### src/rtl/console_line_edit_buffer_macros.svh
`ifndef CONSOLE_LINE_EDIT_BUFFER_MACROS_SVH
`define CONSOLE_LINE_EDIT_BUFFER_MACROS_SVH

// same-cycle implication, checked out of reset
`define CLB_ASSERT_IMP(lbl, pre, post) \
  lbl: assert property (@(posedge clk_i) disable iff (!rst_ni) (pre) |-> (post)) \
    else $error("clb assertion failed");

// next-cycle implication, checked out of reset
`define CLB_ASSERT_NXT(lbl, pre, post) \
  lbl: assert property (@(posedge clk_i) disable iff (!rst_ni) (pre) |=> (post)) \
    else $error("clb assertion failed");

`endif

### src/rtl/clb_pkg.sv
package clb_pkg;

  typedef enum logic [2:0] {
    KIND_NONE  = 3'd0,
    KIND_ECHO  = 3'd1,
    KIND_ERASE = 3'd2,
    KIND_DATA  = 3'd3,
    KIND_EOF   = 3'd4,
    KIND_EMPTY = 3'd5
  } kind_e;

  typedef enum logic {
    ST_IDLE = 1'b0,
    ST_READ = 1'b1
  } state_e;

  localparam logic CMD_RX   = 1'b0;
  localparam logic CMD_READ = 1'b1;

  localparam logic [7:0] CH_NUL    = 8'h00;
  localparam logic [7:0] CH_CTRL_D = 8'h04;
  localparam logic [7:0] CH_CTRL_H = 8'h08;
  localparam logic [7:0] CH_LF     = 8'h0A;
  localparam logic [7:0] CH_CR     = 8'h0D;
  localparam logic [7:0] CH_CTRL_P = 8'h10;
  localparam logic [7:0] CH_CTRL_U = 8'h15;
  localparam logic [7:0] CH_DEL    = 8'h7F;
  localparam logic [7:0] CH_NONE   = 8'hFF;

  localparam logic [7:0] ERASE_MAX = 8'hFF;

  typedef struct packed {
    kind_e      kind;
    logic [7:0] data;
    logic [7:0] erase;
    logic       done;
    logic       ready;
  } res_t;

endpackage

### src/rtl/clb_ram.sv
module clb_ram
  import clb_pkg::*;
#(
  parameter int DEPTH = 128,
  parameter int AW    = 7
) (
  input  logic          clk_i,
  input  logic          we_i,
  input  logic [AW-1:0] waddr_i,
  input  logic [7:0]    wdata_i,
  input  logic          re_i,
  input  logic [AW-1:0] raddr_i,
  output logic [7:0]    rdata_o
);

  logic [7:0] mem [DEPTH];
  logic [7:0] rdata_q;

  always_ff @(posedge clk_i) begin
    if (we_i) begin
      mem[waddr_i] <= wdata_i;
    end
    if (re_i) begin
      rdata_q <= mem[raddr_i];
    end
  end

  assign rdata_o = rdata_q;

endmodule

### src/rtl/clb_ctrl.sv
`include "console_line_edit_buffer_macros.svh"

module clb_ctrl
  import clb_pkg::*;
#(
  parameter int BUF_DEPTH = 128,
  parameter int AW        = 7
) (
  input  logic          clk_i,
  input  logic          rst_ni,
  input  logic          in_accept_i,
  input  logic          cmd_i,
  input  logic [7:0]    rx_byte_i,
  input  logic          first_of_read_i,
  output logic          busy_o,
  output logic          res_valid_o,
  output res_t          res_o,
  output logic          mem_we_o,
  output logic [AW-1:0] mem_waddr_o,
  output logic [7:0]    mem_wdata_o,
  output logic          mem_re_o,
  output logic [AW-1:0] mem_raddr_o,
  input  logic [7:0]    mem_rdata_i
);

  localparam int IW = AW + 1;
  localparam logic [IW-1:0] IDX_MAX = IW'(2 * BUF_DEPTH - 1);
  localparam logic [IW-1:0] DEPTH_I = IW'(BUF_DEPTH);

  function automatic logic [IW-1:0] idx_inc(logic [IW-1:0] v);
    return (v == IDX_MAX) ? '0 : v + IW'(1);
  endfunction

  function automatic logic [IW-1:0] idx_dec(logic [IW-1:0] v);
    return (v == '0) ? IDX_MAX : v - IW'(1);
  endfunction

  function automatic logic [IW-1:0] idx_diff(logic [IW-1:0] a, logic [IW-1:0] b);
    logic [IW:0] t;
    t = {1'b0, a} + (IW+1)'(2 * BUF_DEPTH) - {1'b0, b};
    return (a >= b) ? a - b : IW'(t);
  endfunction

  function automatic logic [AW-1:0] slot(logic [IW-1:0] v);
    return (v >= DEPTH_I) ? AW'(v - DEPTH_I) : AW'(v);
  endfunction

  state_e        state_q, state_d;
  logic [IW-1:0] read_q, read_d;
  logic [IW-1:0] commit_q, commit_d;
  logic [IW-1:0] edit_q, edit_d;
  logic          first_q, first_d;
  logic [IW-1:0] kill_n;
  logic [IW-1:0] edit_nxt;
  logic [7:0]    ch;
  logic [7:0]    rb;

  always_comb begin
    state_d = state_q;
    unique case (state_q)
      ST_IDLE: begin
        if (in_accept_i && cmd_i == CMD_READ && read_q != commit_q) begin
          state_d = ST_READ;
        end
      end
      ST_READ: state_d = ST_IDLE;
      default: state_d = ST_IDLE;
    endcase
  end

  always_comb begin
    read_d      = read_q;
    commit_d    = commit_q;
    edit_d      = edit_q;
    first_d     = first_q;
    res_valid_o = 1'b0;
    res_o       = '0;
    res_o.kind  = KIND_NONE;
    mem_we_o    = 1'b0;
    mem_waddr_o = slot(edit_q);
    mem_re_o    = 1'b0;
    mem_raddr_o = slot(read_q);
    kill_n      = idx_diff(edit_q, commit_q);
    edit_nxt    = idx_inc(edit_q);
    ch          = (rx_byte_i == CH_CR) ? CH_LF : rx_byte_i;
    mem_wdata_o = ch;
    rb          = mem_rdata_i;
    unique case (state_q)
      ST_IDLE: begin
        if (in_accept_i) begin
          res_valid_o = 1'b1;
          if (cmd_i == CMD_RX) begin
            priority if (rx_byte_i == CH_CTRL_U) begin
              edit_d = commit_q;
              if (kill_n != '0) begin
                res_o.kind  = KIND_ERASE;
                res_o.erase = (32'(kill_n) > 32'(ERASE_MAX)) ? ERASE_MAX : 8'(kill_n);
              end
            end else if (rx_byte_i == CH_CTRL_H || rx_byte_i == CH_DEL) begin
              if (edit_q != commit_q) begin
                edit_d      = idx_dec(edit_q);
                res_o.kind  = KIND_ERASE;
                res_o.erase = 8'd1;
              end
            end else if (rx_byte_i == CH_NUL || rx_byte_i == CH_NONE ||
                         rx_byte_i == CH_CTRL_P) begin
              res_o.kind = KIND_NONE;
            end else begin
              if (idx_diff(edit_q, read_q) < DEPTH_I) begin
                mem_we_o   = 1'b1;
                edit_d     = edit_nxt;
                res_o.kind = KIND_ECHO;
                res_o.data = ch;
                if (ch == CH_LF || ch == CH_CTRL_D ||
                    idx_diff(edit_nxt, read_q) == DEPTH_I) begin
                  commit_d    = edit_nxt;
                  res_o.ready = 1'b1;
                end
              end
            end
          end else begin
            if (read_q == commit_q) begin
              res_o.kind = KIND_EMPTY;
            end else begin
              res_valid_o = 1'b0;
              mem_re_o    = 1'b1;
              first_d     = first_of_read_i;
            end
          end
        end
      end
      ST_READ: begin
        res_valid_o = 1'b1;
        res_o.done  = 1'b1;
        if (rb == CH_CTRL_D) begin
          if (first_q) begin
            read_d = idx_inc(read_q);
          end
          res_o.kind = KIND_EOF;
        end else begin
          read_d     = idx_inc(read_q);
          res_o.kind = KIND_DATA;
          res_o.data = rb;
          res_o.done = (rb == CH_LF);
        end
      end
      default: res_valid_o = 1'b0;
    endcase
  end

  always_ff @(posedge clk_i or negedge rst_ni) begin
    if (!rst_ni) begin
      state_q  <= ST_IDLE;
      read_q   <= '0;
      commit_q <= '0;
      edit_q   <= '0;
    end else begin
      state_q  <= state_d;
      read_q   <= read_d;
      commit_q <= commit_d;
      edit_q   <= edit_d;
    end
  end

  always_ff @(posedge clk_i) begin
    first_q <= first_d;
  end

  assign busy_o = (state_q == ST_READ);

  `CLB_ASSERT_IMP(a_commit_in_span, 1'b1,
                  idx_diff(commit_q, read_q) <= idx_diff(edit_q, read_q))
  `CLB_ASSERT_IMP(a_fill_bound, 1'b1, idx_diff(edit_q, read_q) <= DEPTH_I)
  `CLB_ASSERT_NXT(a_read_one_cycle, state_q == ST_READ, state_q == ST_IDLE)
  `CLB_ASSERT_IMP(a_data_after_fetch,
                  res_valid_o && (res_o.kind == KIND_DATA || res_o.kind == KIND_EOF),
                  $past(mem_re_o))

endmodule

### src/rtl/console_line_edit_buffer.sv
// A received byte or a read of an empty buffer gives a registered result
// in the cycle after acceptance; a read of a committed byte is registered
// in the line store memory's read port and then in the output register.
// Throughput: one request per cycle for received bytes; a data read stalls
// input during its fetch; a waiting result stalls input only if not taken.
// Reset: asynchronous, active low; indices clear, the line store does not.
module console_line_edit_buffer
  import clb_pkg::*;
#(
  parameter int BUF_DEPTH = 128
) (
  input  logic       clk_i,
  input  logic       rst_ni,
  input  logic       in_valid_i,
  output logic       in_stall_o,
  input  logic       cmd_i,
  input  logic [7:0] rx_byte_i,
  input  logic       first_of_read_i,
  output logic       out_valid_o,
  input  logic       out_stall_i,
  output logic [2:0] kind_o,
  output logic [7:0] data_byte_o,
  output logic [7:0] erase_count_o,
  output logic       read_done_o,
  output logic       line_ready_o
);

  localparam int AW = (BUF_DEPTH > 1) ? $clog2(BUF_DEPTH) : 1;

  logic          in_accept;
  logic          busy;
  logic          res_valid;
  res_t          res;
  res_t          out_res_q;
  logic          out_valid_q;
  logic          mem_we;
  logic [AW-1:0] mem_waddr;
  logic [7:0]    mem_wdata;
  logic          mem_re;
  logic [AW-1:0] mem_raddr;
  logic [7:0]    mem_rdata;

  assign in_stall_o = busy || (out_valid_q && out_stall_i);
  assign in_accept  = in_valid_i && !in_stall_o;

  clb_ctrl #(
    .BUF_DEPTH(BUF_DEPTH),
    .AW       (AW)
  ) u_ctrl (
    .clk_i          (clk_i),
    .rst_ni         (rst_ni),
    .in_accept_i    (in_accept),
    .cmd_i          (cmd_i),
    .rx_byte_i      (rx_byte_i),
    .first_of_read_i(first_of_read_i),
    .busy_o         (busy),
    .res_valid_o    (res_valid),
    .res_o          (res),
    .mem_we_o       (mem_we),
    .mem_waddr_o    (mem_waddr),
    .mem_wdata_o    (mem_wdata),
    .mem_re_o       (mem_re),
    .mem_raddr_o    (mem_raddr),
    .mem_rdata_i    (mem_rdata)
  );

  clb_ram #(
    .DEPTH(BUF_DEPTH),
    .AW   (AW)
  ) u_ram (
    .clk_i  (clk_i),
    .we_i   (mem_we),
    .waddr_i(mem_waddr),
    .wdata_i(mem_wdata),
    .re_i   (mem_re),
    .raddr_i(mem_raddr),
    .rdata_o(mem_rdata)
  );

  always_ff @(posedge clk_i or negedge rst_ni) begin
    if (!rst_ni) begin
      out_valid_q <= 1'b0;
    end else if (res_valid) begin
      out_valid_q <= 1'b1;
    end else if (!out_stall_i) begin
      out_valid_q <= 1'b0;
    end
  end

  always_ff @(posedge clk_i) begin
    if (res_valid) begin
      out_res_q <= res;
    end
  end

  assign out_valid_o   = out_valid_q;
  assign kind_o        = out_res_q.kind;
  assign data_byte_o   = out_res_q.data;
  assign erase_count_o = out_res_q.erase;
  assign read_done_o   = out_res_q.done;
  assign line_ready_o  = out_res_q.ready;

endmodule
### config.mk
export PLATFORM = sky130hd
export DESIGN_NAME = console_line_edit_buffer
export DESIGN_NICKNAME = d
export VERILOG_FILES = /design/src/rtl/clb_pkg.sv /design/src/rtl/clb_ram.sv /design/src/rtl/clb_ctrl.sv /design/src/rtl/console_line_edit_buffer.sv
export VERILOG_INCLUDE_DIRS = /design/src /design/src/rtl
export SDC_FILE = /design/constraint.sdc
export NUM_CORES = 1
export LEC_CHECK = 0
export BUFFER_PORTS_ARGS = -buffer_cell sky130_fd_sc_hd__buf_2
export CORE_MARGIN = 4
export CORE_UTILIZATION = 50
export CTS_BUF_LIST = sky130_fd_sc_hd__clkbuf_8
export DETAILED_ROUTE_END_ITERATION = 6
export PLACE_DENSITY = 0.64
export SETUP_SLACK_MARGIN = 0.3
export SLEW_MARGIN = 20
export SYNTH_ARGS = -nofsm -noshare
export SYNTH_HDL_FRONTEND = slang
export SYNTH_SLANG_ARGS = --single-unit
### constraint.sdc
create_clock -name clk_i -period 8.1 [get_ports clk_i]
set_input_delay 1.62 -clock clk_i [delete_from_list [all_inputs] [get_ports clk_i]]
set_output_delay 1.62 -clock clk_i [all_outputs]
set_load 0.01 [all_outputs]
==> run_results.csv <==
group,metric,value,unit
outcome,status,"finished clean",
critical_path,path_delay_family,"simple AND/OR/NAND/NOR gates",
placed_design,portBuffers,36,
power_and_ir_drop,power,14600,uW
floorplanning,die_h,304,microns
clocking,clk_pin_slew,0.06,ns
timing,fin_crit,5.58,ns
routing,vias,22500,
layout,multi_input_area,10700,sq um
power_and_ir_drop,peakVddDrop,0.207,mV
placed_design,post-dp-hpwl,63.3,mm
power_and_ir_drop,total_leakage_power,0.0153,uW
clocking,h-tree-depth,4,
yosys,synth_mux_area_share,16.1,%
clocking,clockBufferDepth,3,
critical_path,worstPathCellList,"clkinv_1, ha_1, o2111a_1, a21oi_1, mux2i_4, nor2_2, buf_4, nand4_1, buf_4, nor2_1",
critical_path,cpMaxStageDelayCell,"dfrtp_1",
yosys,avgSynthCellArea,19.8,sq um
yosys,ys_ff_latch,1080,
yosys,yosys-top-cells-area,"edfxtp_1 72%, mux4_2 14%, nor2_1 1.5%",
grt,track_usage,23.4,%
layout,syn2layout_area_growth,10.4,%
critical_path,max_stage_delay,0.84,ns
critical_path,crit_path_end_kind,"flip-flop",
grt,grt_pass1_vias,22700,
yosys,synth_adder_area_share,0.779,%
critical_path,worst_ep_arrival_time,6.00,ns
floorplanning,io_pins,37,
floorplanning,die_w,304,microns
yosys,synth_cell_types,74,
yosys,synthXorXnorAreaFrac,0.561,%
clocking,clk-insertion-delay-late,0.82,ns
job,cap_violations,0,
timing,hold_slack,0.542,ns
timing,tightest_slew,1.13,ns
yosys,seq_area_frac_synth,74.0,%
timing,hold_viol,0,
power_and_ir_drop,combPwrFrac,26.1,%
worst_hold_path,worstHoldPathType,"flip-flop to flip-flop",
floorplanning,initial_core_util,50.3,%
yosys,synth_top_area_cell,"edfxtp_1",
yosys,synth_ff_type,"edfxtp_1",
yosys,synth_compound_area_share,3.03,%
power_and_ir_drop,powerDensity,303,nW/um^2
clocking,cts_setup_buffers,0,
clocking,cts_root_buf,"clkbuf_8",
grt,grt_pass1_wl,156,mm
critical_path,rrSetupSlack,2.52,ns
grt,antenna_found_initial,2,
yosys,syn_nets,2247,
layout,drive_above_1_share,24.6,%
power_and_ir_drop,p_sw_share,30.8,%
yosys,yosys_warnings,0,
timing,rsz0062_at_grt,"false",
routing,drc,0,
routing,dr.pass1.iters,7,
yosys,syn_area,43700,sq um
placed_design,globalplace.congestion,0.930,
critical_path,crit_type,"flip-flop to flip-flop",
timing,slew_headroom,24.7,%
routing,drtIter0Drc,2678,
grt,grt_max_degree,108,
critical_path,critPathBufInv,3,
power_and_ir_drop,p_switching,4500,uW
yosys,netlist_instances,2207,
timing,finClkSkew,0.0377,ns
floorplanning,die_area,92100,sq um
power_and_ir_drop,p_int,10100,uW
critical_path,critPathRequiredTime,8.53,ns
clocking,cts.sink_count,1080,
timing,totalNegativeSetupSlack,0,ns
clocking,cts_made_buffers,167,
routing,wirelength,105,mm
routing,ant_nets,0,
power_and_ir_drop,p_clk_share,30.0,%
critical_path,start_kind,"flip-flop",
clocking,hold_buffers,0,
yosys,synthSimpleGateAreaFrac,3.94,%
clocking,cts_tree,"yes",
timing,fmax,0.179,GHz
timing,fin_crit_sh,68.8,%
grt,overflow,0,
floorplanning,rows,108,
yosys,synth_top_family_by_area,"multiplexers",
routing,vias_per_cell,6.22,
routing,wl_per_cell,29.2,microns
timing,slew_viol_final,0,
layout,final_net_count,2364,
power_and_ir_drop,pwr-share-seq,43.9,%
critical_path,path_max_fanout,30,
timing,setup_violations,0,
yosys,synth_edf_count,1054,
layout,final-seq-area,32300,sq um
critical_path,crit_top_cell,"buf_4",
layout,n_fill_cell,6554,
yosys,yosysTopAreaCellShare,72.5,%
yosys,synthArstFlopShare,2.41,%
clocking,ctsResizeCount,0,
floorplanning,core,86800,sq um
flip-flops by register name, summed over array words and instances, names as in the netlist:
| signal | count |
|---|---|
| u_ram.mem | 1024 |
| u_ctrl.edit_q | 8 |
| read_done_o | 1 |
| u_ctrl.first_q | 1 |
| u_ctrl.commit_q | 8 |
| u_ram.rdata_o | 8 |
| u_ctrl.read_q | 8 |
| out_valid_o | 1 |
| line_ready_o | 1 |
| erase_count_o | 8 |
| data_byte_o | 8 |
| kind_o | 3 |
| u_ctrl.busy_o | 1 |
cell families after synthesis:
family	after synthesis
simple gates	385
mux	350
xor+xnor	28
buf+inv	143
compound gates	195
fa+ha+maj	26
flops	1080
synth_stat cells (all sizes together) (3+ instances only):
cell type / count
o31ai: 4
nor2: 178
a21oi: 48
mux2: 12
nand2: 96
nor4: 5
o21a: 3
nor3: 14
inv: 20
nor3b: 3
a21o: 5
a21boi: 3
o211ai: 12
a221oi: 3
nand3: 33
mux4: 279
dfrtp: 26
and2: 4
a41oi: 9
a222oi: 3
buf: 73
nand4b: 4
xnor2: 11
nand2b: 6
ha: 24
a22o: 12
nand4: 14
o21ai: 32
or3: 8
nor2b: 7
a22oi: 22
xor2: 17
edfxtp: 1054
clkbuf: 48
a2111oi: 3
mux2i: 59
and3: 6
a31oi: 11
a211oi: 6
cell type report:
type,count,share of cell area [%]
sequential,1080,67.0
multi-input combinational,984,22.2
clock buffer,177,5.05
tap,1155,3.00
clock inverter,120,1.60
timing repair buffer,69,0.966
inverter,22,0.174
antenna,2,0.0104
routing by layer:
| layer | part of all wire (%) | GRT usage, % | up-vias |
|---|---|---|---|
| li1 | - | - | 9347 |
| met1 | 41 | 33.8 | 11600 |
| met2 | 46 | 35.6 | 1235 |
| met3 | 8.9 | 5.17 | 228 |
| met4 | 3.6 | 8.72 | 2 |
| met5 | 0.012 | 0 | - |
layout by cell type (no fill, tap or decap), types with 6 or more instances in the layout:
cell,instances
clkinv_2,23
buf_4,36
mux2i_1,58
xnor2_1,11
a41oi_1,9
nor2b_1,7
a22o_1,12
nand2_1,95
edfxtp_1,1054
mux4_2,278
and3_1,6
clkbuf_8,177
bufinv_16,8
mux2_2,12
a211oi_1,6
ha_1,24
o211ai_1,12
a21oi_1,47
buf_2,31
nand4_1,13
clkinv_1,42
inv_6,8
or3_1,6
a31oi_1,11
inv_1,54
nor2_1,177
a22oi_1,22
nor3_1,13
dfrtp_1,22
nand3_1,33
xor2_1,17
o21ai_0,31
worst register-to-register path, delay by kind of cell (launching register included):
kind / cells / cell delay, ns
simple gates: 3 / 1.55
buf+inv: 3 / 1.52
flops: 1 / 0.84
compound gates: 2 / 0.65
fa+ha+maj: 1 / 0.48
mux: 1 / 0.16
final timing paths:
| check | startpoint | to | depth (start not counted) |
|---|---|---|---|
| hold reg to reg | out_valid_o | out_valid_o | 2 |
| setup / recovery | u_ctrl.read_q[6] | u_ram.mem[53][5] | 10 |
| min in group asynchronous | rst_ni | u_ctrl.edit_q[2] | 1 |
| max in group asynchronous | rst_ni | u_ctrl.read_q[2] | 1 |
| hold / removal | out_valid_o | out_valid_o | 2 |
| setup reg to reg | u_ctrl.read_q[6] | u_ram.mem[53][5] | 10 |
power by group through the flow:
stage | Sequential (uW) | Combinational [uW] | Clock, uW
3_3_place_gp | 6510 | 3770 | 0
4_1_cts | 6400 | 3820 | 4460
2_1_floorplan | 6380 | 2690 | 0
3_5_place_dp | 6510 | 3810 | 0
5_1_grt | 6410 | 4030 | 4750
6_report | 6400 | 3810 | 4370
per-stage QoR:
stage	instance area (sq um)	std cells	setup slack, ns	utilization (%)
2_1_floorplan	43700	2207	3.27	-
3_3_place_gp	45000	3310	2.13	51.9
3_5_place_dp	45000	3310	1.97	51.9
4_1_cts	48200	3607	2.60	55.5
5_1_grt	48200	3609	2.29	55.6
6_report	48200	3609	2.52	55.6
(Power assumes the default switching activity.)
